$ cat src/rtl/core/prt_pkg.sv
// package for the proximity route table: widths, codes, entry layout, states
// no dependencies; used by the interfaces and the top level
package prt_pkg;

   localparam int PRT_CAPACITY  = 16;
   localparam int RING_ID_W     = 64;
   localparam int NET_ADDR_W    = 32;
   localparam int DELAY_W       = 20;
   localparam int CSR_IDX_W     = 4;
   localparam int CSR_DATA_W    = 64;

   localparam logic [DELAY_W-1:0] NO_EVICT_LATENCY = DELAY_W'(1000000);

   // request kinds
   localparam logic KIND_INSERT = 1'b0;
   localparam logic KIND_LOOKUP = 1'b1;

   // lookup modes
   localparam logic MODE_LATENCY  = 1'b0;
   localparam logic MODE_DISTANCE = 1'b1;

   // csr register indexes
   localparam logic [CSR_IDX_W-1:0] CSR_MY_ID       = CSR_IDX_W'(0);
   localparam logic [CSR_IDX_W-1:0] CSR_LOOKUP_MODE = CSR_IDX_W'(1);

   typedef struct packed {
      logic [RING_ID_W-1:0]  ring_id;
      logic [NET_ADDR_W-1:0] net_addr;
      logic [DELAY_W-1:0]    delay;
   } entry_type;

   typedef enum logic [2:0] {
      ST_IDLE,
      ST_EVSCAN,
      ST_SHIFT,
      ST_LOOKUP,
      ST_DONE
   } state_type;

endpackage

$ cat src/rtl/core/prt_intf.sv
// channel interfaces of the proximity route table: request, response, csr write
// depends on prt_pkg for field widths
interface prt_req_if;
   import prt_pkg::*;
   logic                  valid;
   logic                  ready;
   logic                  kind;
   logic [RING_ID_W-1:0]  node_id;
   logic [NET_ADDR_W-1:0] node_address;
   logic [DELAY_W-1:0]    latency;
   logic [RING_ID_W-1:0]  lookup_key;

   modport source (output valid, kind, node_id, node_address, latency, lookup_key,
                   input ready);
   modport sink   (input valid, kind, node_id, node_address, latency, lookup_key,
                   output ready);
endinterface

interface prt_rsp_if;
   import prt_pkg::*;
   logic                  valid;
   logic                  ready;
   logic                  found;
   logic [RING_ID_W-1:0]  hop_id;
   logic [NET_ADDR_W-1:0] hop_address;
   logic                  accepted;
   logic                  evicted;
   logic [DELAY_W-1:0]    evicted_latency;

   modport source (output valid, found, hop_id, hop_address, accepted, evicted,
                   evicted_latency, input ready);
   modport sink   (input valid, found, hop_id, hop_address, accepted, evicted,
                   evicted_latency, output ready);
endinterface

interface prt_csr_if;
   import prt_pkg::*;
   logic                  valid;
   logic                  ready;
   logic [CSR_IDX_W-1:0]  index;
   logic [CSR_DATA_W-1:0] wdata;

   modport source (output valid, index, wdata, input ready);
   modport sink   (input valid, index, wdata, output ready);
endinterface

$ cat src/rtl/core/prt_ram.sv
// generic one-write one-read ram with registered read data
// no dependencies
module prt_ram #(
   parameter int  WIDTH = 8,
   parameter int  DEPTH = 16,
   localparam int AW    = (DEPTH > 1) ? $clog2(DEPTH) : 1
) (
   input  logic             clock,
   input  logic             wr_en,
   input  logic [AW-1:0]    wr_addr,
   input  logic [WIDTH-1:0] wr_data,
   input  logic             rd_en,
   input  logic [AW-1:0]    rd_addr,
   output logic [WIDTH-1:0] rd_data
);

   logic [WIDTH-1:0] mem_ff [DEPTH];
   logic [WIDTH-1:0] rd_data_ff;

   always_ff @(posedge clock) begin
      if (wr_en) begin
         mem_ff[wr_addr] <= wr_data;
      end
      if (rd_en) begin
         rd_data_ff <= mem_ff[rd_addr];
      end
   end

   assign rd_data = rd_data_ff;

endmodule

$ cat src/rtl/core/proximity_route_table_top.sv
// top level of the proximity route table: sequencer, scan compare unit, result register
// depends on prt_pkg, the prt_*_if interfaces and prt_ram
//
// usage
//   req beat: kind 0 inserts (node_id, node_address, latency), kind 1 looks up lookup_key
//   rsp beat: exactly one per request beat, in request order
//   csr beat: index 0 writes my_id, index 1 writes lookup_mode (bit 0); other indexes
//     are ignored; csr ready is always high, write only while the table is idle
// timing
//   req ready is high only in idle, so a new request is taken only once the last one is done
//   the table sits in one ram read one entry per cycle by a single compare unit
//   lookup: reads the live entries in turn, then moves to done and loads the response
//   insert that fits, or refused insert: written (when it fits) in idle, then done
//   insert into a full table: appended to the spare slot, eviction scan over every slot,
//     compaction of the entries behind the evicted one, then done
// reset
//   synchronous, active high; count goes to 0, threshold to 1000000, my_id and
//   lookup_mode to 0; the ram is not cleared, only slots already written are read
// stall
//   the finished response waits in an output register; while one still waits and rsp
//   ready is low the sequencer holds in its done state and takes no new request
module proximity_route_table_top #(
   parameter int CAPACITY = prt_pkg::PRT_CAPACITY
) (
   input logic      clock,
   input logic      reset,
   prt_req_if.sink   req_bus,
   prt_rsp_if.source rsp_bus,
   prt_csr_if.sink   csr_bus
);
   import prt_pkg::*;

   localparam int SLOTS = CAPACITY + 1;            // one spare slot for the append
   localparam int IW    = $clog2(SLOTS);           // slot address width
   localparam int CW    = $clog2(SLOTS + 1);       // counter width, holds SLOTS
   localparam int EW    = $bits(entry_type);

   // control state
   state_type            state_ff, state_in;
   logic [CW-1:0]        count_ff;
   logic [DELAY_W-1:0]   thresh_ff;
   logic [RING_ID_W-1:0] my_id_ff;
   logic                 mode_ff;

   // scan pointer and read pipeline
   logic [CW-1:0]        scan_idx_ff;
   logic [CW-1:0]        scan_lim_ff;
   logic                 data_vld_ff;
   logic [IW-1:0]        data_idx_ff;

   // request snapshot
   logic                 kind_ff;
   logic [RING_ID_W-1:0] key_ff;
   logic                 arc_lt_ff;                // my_id < key: arc does not wrap

   // running best of the scan
   logic                 have_ff;
   logic                 ins_ok_ff;
   logic                 evict_ff;
   logic [DELAY_W-1:0]   best_lat_ff;
   logic [RING_ID_W-1:0] best_dist_ff;
   logic [IW-1:0]        worst_ff;
   logic [RING_ID_W-1:0] pick_id_ff;
   logic [NET_ADDR_W-1:0] pick_addr_ff;

   // response register
   logic                  rsp_valid_ff;
   logic                  rsp_found_ff;
   logic [RING_ID_W-1:0]  rsp_hop_id_ff;
   logic [NET_ADDR_W-1:0] rsp_hop_addr_ff;
   logic                  rsp_accepted_ff;
   logic                  rsp_evicted_ff;
   logic [DELAY_W-1:0]    rsp_ev_lat_ff;

   // ram ports
   logic          rd_en;
   logic [IW-1:0] rd_addr;
   entry_type     rd_data;
   logic          wr_en;
   logic [IW-1:0] wr_addr;
   entry_type     wr_data;

   // handshake and decode
   logic          req_fire;
   logic          rsp_fire;
   logic          rsp_load;
   logic          admit;
   logic          table_full;
   logic          scan_busy;
   logic          scan_over;

   // shared compare unit
   logic                 eligible;
   logic [RING_ID_W-1:0] ring_gap;
   logic                 take_lookup;
   logic                 take_worst;

   // result build
   logic          res_found;

   prt_ram #(
      .WIDTH (EW),
      .DEPTH (SLOTS)
   ) u_table (
      .clock   (clock),
      .wr_en   (wr_en),
      .wr_addr (wr_addr),
      .wr_data (wr_data),
      .rd_en   (rd_en),
      .rd_addr (rd_addr),
      .rd_data (rd_data)
   );

   assign req_fire   = req_bus.valid && req_bus.ready;
   assign rsp_fire   = rsp_valid_ff && rsp_bus.ready;
   assign table_full = (count_ff == CW'(CAPACITY));
   // refuse only when full and not under the last eviction latency
   assign admit      = (req_bus.latency < thresh_ff) || !table_full;
   assign scan_busy  = (scan_idx_ff < scan_lim_ff);
   assign scan_over  = !scan_busy && !data_vld_ff;
   assign rd_addr    = scan_idx_ff[IW-1:0];

   // eligibility: id in (my_id, key], whole ring when my_id == key
   assign eligible = arc_lt_ff ?
                     ((rd_data.ring_id > my_id_ff) && (rd_data.ring_id <= key_ff)) :
                     ((rd_data.ring_id > my_id_ff) || (rd_data.ring_id <= key_ff));
   assign ring_gap = key_ff - rd_data.ring_id;

   always_comb begin
      take_lookup = 1'b0;
      if (eligible) begin
         if (mode_ff == MODE_DISTANCE) begin
            take_lookup = !have_ff || (ring_gap < best_dist_ff);
         end else begin
            take_lookup = !have_ff || (rd_data.delay > best_lat_ff);
         end
      end
   end

   // first greatest latency wins, strict compare keeps the earliest
   assign take_worst = (data_idx_ff == '0) || (rd_data.delay > best_lat_ff);

   // sequencer: next state and control outputs
   always_comb begin
      state_in      = state_ff;
      req_bus.ready = 1'b0;
      rd_en         = 1'b0;
      wr_en         = 1'b0;
      wr_addr       = count_ff[IW-1:0];
      wr_data       = '{ring_id:  req_bus.node_id,
                        net_addr: req_bus.node_address,
                        delay:    req_bus.latency};
      rsp_load      = 1'b0;
      case (state_ff)
         ST_IDLE: begin
            req_bus.ready = 1'b1;
            if (req_bus.valid) begin
               if (req_bus.kind == KIND_INSERT) begin
                  // append goes straight into the free slot
                  wr_en    = admit;
                  state_in = (admit && table_full) ? ST_EVSCAN : ST_DONE;
               end else begin
                  state_in = ST_LOOKUP;
               end
            end
         end
         ST_EVSCAN: begin
            rd_en = scan_busy;
            if (scan_over) begin
               state_in = ST_SHIFT;
            end
         end
         ST_SHIFT: begin
            // read slot j, write it back at j - 1 in the next cycle
            rd_en = scan_busy;
            if (data_vld_ff) begin
               wr_en   = 1'b1;
               wr_addr = data_idx_ff - IW'(1);
               wr_data = rd_data;
            end
            if (scan_over) begin
               state_in = ST_DONE;
            end
         end
         ST_LOOKUP: begin
            rd_en = scan_busy;
            if (scan_over) begin
               state_in = ST_DONE;
            end
         end
         ST_DONE: begin
            if (!rsp_valid_ff || rsp_bus.ready) begin
               rsp_load = 1'b1;
               state_in = ST_IDLE;
            end
         end
         default: begin
            state_in = ST_IDLE;
         end
      endcase
   end

   always_ff @(posedge clock) begin
      if (reset) begin
         state_ff <= ST_IDLE;
      end else begin
         state_ff <= state_in;
      end
   end

   // csr registers
   assign csr_bus.ready = 1'b1;

   always_ff @(posedge clock) begin
      if (reset) begin
         my_id_ff <= '0;
         mode_ff  <= MODE_LATENCY;
      end else if (csr_bus.valid) begin
         case (csr_bus.index)
            CSR_MY_ID:       my_id_ff <= csr_bus.wdata;
            CSR_LOOKUP_MODE: mode_ff  <= csr_bus.wdata[0];
            default: begin
            end
         endcase
      end
   end

   // table count, admit threshold, read pipeline valid
   always_ff @(posedge clock) begin
      if (reset) begin
         count_ff    <= '0;
         thresh_ff   <= NO_EVICT_LATENCY;
         data_vld_ff <= 1'b0;
      end else begin
         data_vld_ff <= rd_en;
         if (req_fire && req_bus.kind == KIND_INSERT && admit && !table_full) begin
            count_ff  <= count_ff + CW'(1);
            thresh_ff <= NO_EVICT_LATENCY;
         end
         if (state_ff == ST_SHIFT && scan_over) begin
            thresh_ff <= best_lat_ff;
         end
      end
   end

   // scan pointer, request snapshot and running best
   always_ff @(posedge clock) begin
      if (rd_en) begin
         scan_idx_ff <= scan_idx_ff + CW'(1);
         data_idx_ff <= rd_addr;
      end
      if (req_fire) begin
         kind_ff     <= req_bus.kind;
         key_ff      <= req_bus.lookup_key;
         arc_lt_ff   <= (my_id_ff < req_bus.lookup_key);
         have_ff     <= 1'b0;
         ins_ok_ff   <= admit;
         evict_ff    <= admit && table_full;
         best_lat_ff <= '0;
         scan_idx_ff <= '0;
         // lookups walk the live entries, eviction walks every slot
         scan_lim_ff <= (req_bus.kind == KIND_INSERT) ? CW'(SLOTS) : count_ff;
      end
      if (state_ff == ST_EVSCAN) begin
         if (data_vld_ff && take_worst) begin
            best_lat_ff <= rd_data.delay;
            worst_ff    <= data_idx_ff;
         end
         if (scan_over) begin
            scan_idx_ff <= CW'(worst_ff) + CW'(1);
            scan_lim_ff <= CW'(SLOTS);
         end
      end
      if (state_ff == ST_LOOKUP && data_vld_ff && take_lookup) begin
         have_ff      <= 1'b1;
         best_lat_ff  <= rd_data.delay;
         best_dist_ff <= ring_gap;
         pick_id_ff   <= rd_data.ring_id;
         pick_addr_ff <= rd_data.net_addr;
      end
   end

   // latency mode needs a nonzero best latency to count as a hit
   assign res_found = (kind_ff == KIND_LOOKUP) && have_ff &&
                      ((mode_ff == MODE_DISTANCE) || (best_lat_ff != '0));

   // response register
   always_ff @(posedge clock) begin
      if (reset) begin
         rsp_valid_ff <= 1'b0;
      end else if (rsp_load) begin
         rsp_valid_ff <= 1'b1;
      end else if (rsp_fire) begin
         rsp_valid_ff <= 1'b0;
      end
   end

   always_ff @(posedge clock) begin
      if (rsp_load) begin
         rsp_found_ff    <= res_found;
         rsp_hop_id_ff   <= res_found ? pick_id_ff : '0;
         rsp_hop_addr_ff <= res_found ? pick_addr_ff : '0;
         rsp_accepted_ff <= (kind_ff == KIND_INSERT) && ins_ok_ff;
         rsp_evicted_ff  <= (kind_ff == KIND_INSERT) && evict_ff;
         rsp_ev_lat_ff   <= ((kind_ff == KIND_INSERT) && evict_ff) ?
                            best_lat_ff : NO_EVICT_LATENCY;
      end
   end

   assign rsp_bus.valid           = rsp_valid_ff;
   assign rsp_bus.found           = rsp_found_ff;
   assign rsp_bus.hop_id          = rsp_hop_id_ff;
   assign rsp_bus.hop_address     = rsp_hop_addr_ff;
   assign rsp_bus.accepted        = rsp_accepted_ff;
   assign rsp_bus.evicted         = rsp_evicted_ff;
   assign rsp_bus.evicted_latency = rsp_ev_lat_ff;

`ifndef NO_ASSERTIONS
   // live count never passes capacity
   a_count_range: assert property (@(posedge clock) disable iff (reset)
      count_ff <= CW'(CAPACITY))
      else $error("entry count above capacity");

   // compaction writes stay below the spare slot
   a_shift_addr: assert property (@(posedge clock) disable iff (reset)
      (state_ff == ST_SHIFT && wr_en) |-> (wr_addr < IW'(CAPACITY)))
      else $error("compaction write outside live slots");

   // a request beat always starts work, never returns straight to idle
   a_req_busy: assert property (@(posedge clock) disable iff (reset)
      req_fire |=> (state_ff != ST_IDLE))
      else $error("request beat did not start work");

   // leaving done always leaves a response waiting
   a_done_loads: assert property (@(posedge clock) disable iff (reset)
      (state_ff == ST_DONE && state_in == ST_IDLE) |=> rsp_valid_ff)
      else $error("done state left without a response");

   // an eviction always marks the insert as taken
   a_evict_ok: assert property (@(posedge clock) disable iff (reset)
      (rsp_valid_ff && rsp_bus.evicted) |-> rsp_bus.accepted)
      else $error("eviction reported on a refused insert");
`endif

endmodule
$ cat src/flat_wrapper.sv
// flat-port wrapper written by rule: the top's interface ports become plain ports
module proximity_route_table_top_flat import prt_pkg::*;
#(
   parameter int CAPACITY = prt_pkg::PRT_CAPACITY
)
  (clock, reset, req_bus_valid, req_bus_kind, req_bus_node_id, req_bus_node_address, req_bus_latency, req_bus_lookup_key, req_bus_ready, rsp_bus_valid, rsp_bus_found, rsp_bus_hop_id, rsp_bus_hop_address, rsp_bus_accepted, rsp_bus_evicted, rsp_bus_evicted_latency, rsp_bus_ready, csr_bus_valid, csr_bus_index, csr_bus_wdata, csr_bus_ready);
  prt_req_if req_bus_i ();
  prt_rsp_if rsp_bus_i ();
  prt_csr_if csr_bus_i ();
  input logic clock;
  input logic reset;
  input wire logic [$bits(req_bus_i.valid)-1:0] req_bus_valid;
  input wire logic [$bits(req_bus_i.kind)-1:0] req_bus_kind;
  input wire logic [$bits(req_bus_i.node_id)-1:0] req_bus_node_id;
  input wire logic [$bits(req_bus_i.node_address)-1:0] req_bus_node_address;
  input wire logic [$bits(req_bus_i.latency)-1:0] req_bus_latency;
  input wire logic [$bits(req_bus_i.lookup_key)-1:0] req_bus_lookup_key;
  output wire logic [$bits(req_bus_i.ready)-1:0] req_bus_ready;
  output wire logic [$bits(rsp_bus_i.valid)-1:0] rsp_bus_valid;
  output wire logic [$bits(rsp_bus_i.found)-1:0] rsp_bus_found;
  output wire logic [$bits(rsp_bus_i.hop_id)-1:0] rsp_bus_hop_id;
  output wire logic [$bits(rsp_bus_i.hop_address)-1:0] rsp_bus_hop_address;
  output wire logic [$bits(rsp_bus_i.accepted)-1:0] rsp_bus_accepted;
  output wire logic [$bits(rsp_bus_i.evicted)-1:0] rsp_bus_evicted;
  output wire logic [$bits(rsp_bus_i.evicted_latency)-1:0] rsp_bus_evicted_latency;
  input wire logic [$bits(rsp_bus_i.ready)-1:0] rsp_bus_ready;
  input wire logic [$bits(csr_bus_i.valid)-1:0] csr_bus_valid;
  input wire logic [$bits(csr_bus_i.index)-1:0] csr_bus_index;
  input wire logic [$bits(csr_bus_i.wdata)-1:0] csr_bus_wdata;
  output wire logic [$bits(csr_bus_i.ready)-1:0] csr_bus_ready;
  assign req_bus_i.valid = req_bus_valid;
  assign req_bus_i.kind = req_bus_kind;
  assign req_bus_i.node_id = req_bus_node_id;
  assign req_bus_i.node_address = req_bus_node_address;
  assign req_bus_i.latency = req_bus_latency;
  assign req_bus_i.lookup_key = req_bus_lookup_key;
  assign req_bus_ready = req_bus_i.ready;
  assign rsp_bus_valid = rsp_bus_i.valid;
  assign rsp_bus_found = rsp_bus_i.found;
  assign rsp_bus_hop_id = rsp_bus_i.hop_id;
  assign rsp_bus_hop_address = rsp_bus_i.hop_address;
  assign rsp_bus_accepted = rsp_bus_i.accepted;
  assign rsp_bus_evicted = rsp_bus_i.evicted;
  assign rsp_bus_evicted_latency = rsp_bus_i.evicted_latency;
  assign rsp_bus_i.ready = rsp_bus_ready;
  assign csr_bus_i.valid = csr_bus_valid;
  assign csr_bus_i.index = csr_bus_index;
  assign csr_bus_i.wdata = csr_bus_wdata;
  assign csr_bus_ready = csr_bus_i.ready;
  proximity_route_table_top #(.CAPACITY(CAPACITY)) u_core (.clock(clock), .reset(reset), .req_bus(req_bus_i), .rsp_bus(rsp_bus_i), .csr_bus(csr_bus_i));
endmodule
$ cat config.mk
export PLATFORM = sky130hd
export DESIGN_NAME = proximity_route_table_top_flat
export DESIGN_NICKNAME = d
export VERILOG_FILES = /design/src/rtl/core/prt_pkg.sv /design/src/rtl/core/prt_intf.sv /design/src/rtl/core/prt_ram.sv /design/src/rtl/core/proximity_route_table_top.sv /design/src/flat_wrapper.sv
export SDC_FILE = /design/constraint.sdc
export NUM_CORES = 2
export LEC_CHECK = 0
export ABC_CLOCK_PERIOD_IN_PS = 18000
export BUFFER_PORTS_ARGS = -buffer_cell sky130_fd_sc_hd__buf_2
export CORE_UTILIZATION = 30
export DETAILED_ROUTE_END_ITERATION = 10
export PLACE_DENSITY = 0.47
export SETUP_SLACK_MARGIN = 0.5
export SYNTH_ARGS = -nofsm -noshare
export SYNTH_HDL_FRONTEND = slang
export SYNTH_SLANG_ARGS = --single-unit
$ cat constraint.sdc
create_clock -name clock -period 18 [get_ports clock]
set_input_delay 0.9 -clock clock [delete_from_list [all_inputs] [get_ports clock]]
set_output_delay 0.9 -clock clock [all_outputs]
set_load 0.05 [all_outputs]
==> reports/results.ini <==
[status]
status = complete, no violations

[global_route]
first_global_vias = 57700
grt_pass1_wl_mm = 435
antenna_found_initial = 32
grt_max_degree = 109
grt_util_all_layers_pct = 17.1
grt-ovfl-total = 0

[sta]
slew_headroom_pct = 16.1
tightest_slew_ns = 1.25
hold_violations = 0
rsz0062_at_grt = false
setup_viol = 0
fin_crit_sh_pct = 42.7
fin_setup_tns_ns = 0
maxSlewViolCount = 0
setup_slack_ns = 10.31
finClkSkew_ns = 0.0500
max_freq_ghz = 0.130
post-route-min-period_ns = 7.69

[cts]
numCtsBuffers = 291
cts.htree.levels = 5
clockBufferDepth = 4
cts_resized = 0
clock_latency_ns = 0.89
clk_pin_slew_ns = 0.06
postCtsSetupBuffers = 0
cts_root_buf = clkbuf_16
cts.sinks = 2571
cts_hold_buf = 0
cts_tree = yes

[die]
dieArea_um2 = 353000
row_count = 217
die_x_um = 594
core_um2 = 349000
die_h_um = 594
ioPinCount = 376
start_util_pct = 30.1

[logic_synthesis]
syn_area_um2 = 105000
ys.flop_type = edfxtp_1
yosysWarnings = 0
synthCells = 5782
yosysMostFrequentCell = edfxtp_1
ys_ff_latch = 2571
syn_nets = 6339
synth.distinct_cells = 78
avgSynthCellArea_um2 = 18.2
synth_top_area_share_pct = 69.7
synth-edff-count = 2445
yosysTopAreaCell = edfxtp_1
synth-async-reset-ratio_pct = 0
yosys-top-cells-count = 2445 x edfxtp_1, 580 x mux4_2, 460 x nand2_1, 324 x inv_1, 302 x ha_1
ys_seq_area_share_pct = 72.1
synth.area.top_cells = edfxtp_1 70%, mux4_2 12%, ha_1 3.6%, dfxtp_1 2.4%, nand2_1 1.6%

[setup_path]
path_max_fanout = 50
cp.arrival_ns = 8.16
critPathKind = reg -> reg
endpoint_kind = register
crit_path_start_kind = register
required_ns = 18.48

[finish]
area_growth_pct = 16.4
drive_above_1_share_pct = 25.5
postLayoutCoreUtil_pct = 35.1
nFillCells = 32900
final_cells = 11200
final_net_count = 6901

[routing]
vias_per_cell = 4.99
ant_nets = 0
wire_per_inst_um = 27.6
routed_wl_mm = 308
drt_iter0_drc = 4841
drc = 0
vias = 55800
drt_pass1_iterations = 5

[job]
cap_violations = 0

[power_and_ir_drop]
p_sw_w = 0.00499
powerDensity_nw_per_um2 = 139
p_leak_nw = 40.7
power.internal_w = 0.0120
power.clock.fraction_pct = 34.1
seqPwrFrac_pct = 42.9
peakVddDrop_uv = 85.5
netSwitchingFraction_pct = 29.4
combPwrFrac_pct = 23.1

[place]
place_inst = 10700
io_buffers = 374
gp_congestion = 0.849
hpwlAfterDp_mm = 179
dpl_worst_slack_ns = 10.43

[min_path]
min_path_type = in -> reg

-- worst max-delay path, cell delays in order (launching register included) --
cell	delay (ns)
edfxtp_1	0.41
inv_1	0.15
ha_1	0.30
a21o_1	0.25
a211oi_1	0.54
nand2_1	0.13
a21oi_1	0.38
o31ai_1	0.26
a31oi_1	0.57
o22ai_1	0.30
a21oi_1	0.46
xnor2_1	0.20
ha_1	0.28
nand4_1	0.14
nor2_1	0.07
a2111oi_0	0.37
a2111oi_0	0.17
a2111oi_0	0.40
nand2_1	0.16
a221oi_4	0.35
buf_4	0.46
buf_4	0.77
-- layout by cell type, fill, tap and decap left out, drive strengths merged, types with 36 or more instances in the layout --
cell type	instances
a21o	97
a21oi	218
and2	114
buf	518
clkbuf	363
clkinv	115
dfxtp	126
edfxtp	2445
ha	302
inv	336
mux2	117
mux4	580
nand2	460
nand3	47
nand4	72
nor2	99
o21ai	162
xnor2	36
xor2	37
-- cells by family (layout without fill, tap and decap cells) --
| family | count (synthesis) | in the layout | share of synthesized area, % |
|---|---|---|---|
| DFF | 2571 | 2571 | 72.1 |
| and+or+nand+nor | 922 | 922 | 4.10 |
| muxes | 699 | 699 | 13.7 |
| AOI/OAI and AO/OA | 639 | 639 | 3.78 |
| buffers and inverters | 574 | 1358 | 2.08 |
| adders and majority gates | 303 | 303 | 3.61 |
| xor gates and xnor gates | 73 | 73 | 0.607 |
| other | 1 | 9 | 0.00356 |
-- power groups by stage --
stage / Sequential, W / Clock (W) / Combinational [W]
final: 0.00729 / 0.00580 / 0.00392
after global placement: 0.00741 / 0 / 0.00394
after CTS: 0.00730 / 0.00596 / 0.00397
after detailed placement: 0.00742 / 0 / 0.00395
after floorplan: 0.00742 / 0 / 0.00264
after global routing: 0.00732 / 0.00616 / 0.00426
-- final cells by class --
type | instances | area [µm²] | area share, %
tap | 4599 | 5750 | 4.70
clock buffer | 363 | 7720 | 6.30
timing repair buffer | 518 | 3060 | 2.49
antenna | 8 | 20.0 | 0.0163
multi-input combinational | 2637 | 27300 | 22.3
clock inverter | 152 | 1460 | 1.19
sequential | 2571 | 76000 | 62.0
inverter | 325 | 1220 | 0.998
-- final timing paths --
path,start,slack (ns),depth (start not counted),endpoint
worst max register to register,u_core.u_table.rd_data[56]$_DFFE_PP_,10.31,21,u_core.pick_addr_ff[16]$_DFFE_PP_
worst max-delay path,u_core.u_table.rd_data[56]$_DFFE_PP_,10.31,21,u_core.pick_addr_ff[16]$_DFFE_PP_
worst min-delay path,req_bus_lookup_key[47],0.24,1,u_core.key_ff[47]$_DFFE_PP_
worst min register to register,u_core.u_table.rd_data[35]$_DFFE_PP_,0.44,0,u_core.pick_addr_ff[15]$_DFFE_PP_
-- routing by layer --
layer | GRT usage, % | wire, µm
met1 | 24.9 | 143000
met5 | 0 | 23
met3 | 2.27 | 14900
met4 | 3.67 | 6000
met2 | 27.3 | 144000
-- through the flow --
step	area, µm²	hold WS (ns)	total power [W]
floorplan	105000	0.426	0.0101
global placement	113000	0.438	0.0114
global route	123000	0.197	0.0177
finish	123000	0.241	0.0170
CTS	123000	0.163	0.0172
detailed placement	113000	0.438	0.0114
-- sequential cells by signal, summed over array words and instances (netlist names), 20 cells and up --
name	flops
u_core.best_dist_ff	64
u_core.u_table.rd_data	116
u_core.u_table.mem_ff	1972
u_core.thresh_ff	20
u_core.key_ff	64
u_core.pick_addr_ff	32
u_core.rsp_bus.hop_id	64
u_core.best_lat_ff	20
u_core.pick_id_ff	64
u_core.my_id_ff	64
u_core.rsp_bus.hop_address	32
u_core.rsp_bus.evicted_latency	20
No activity file was read; power rests on OpenSTA's default activity.
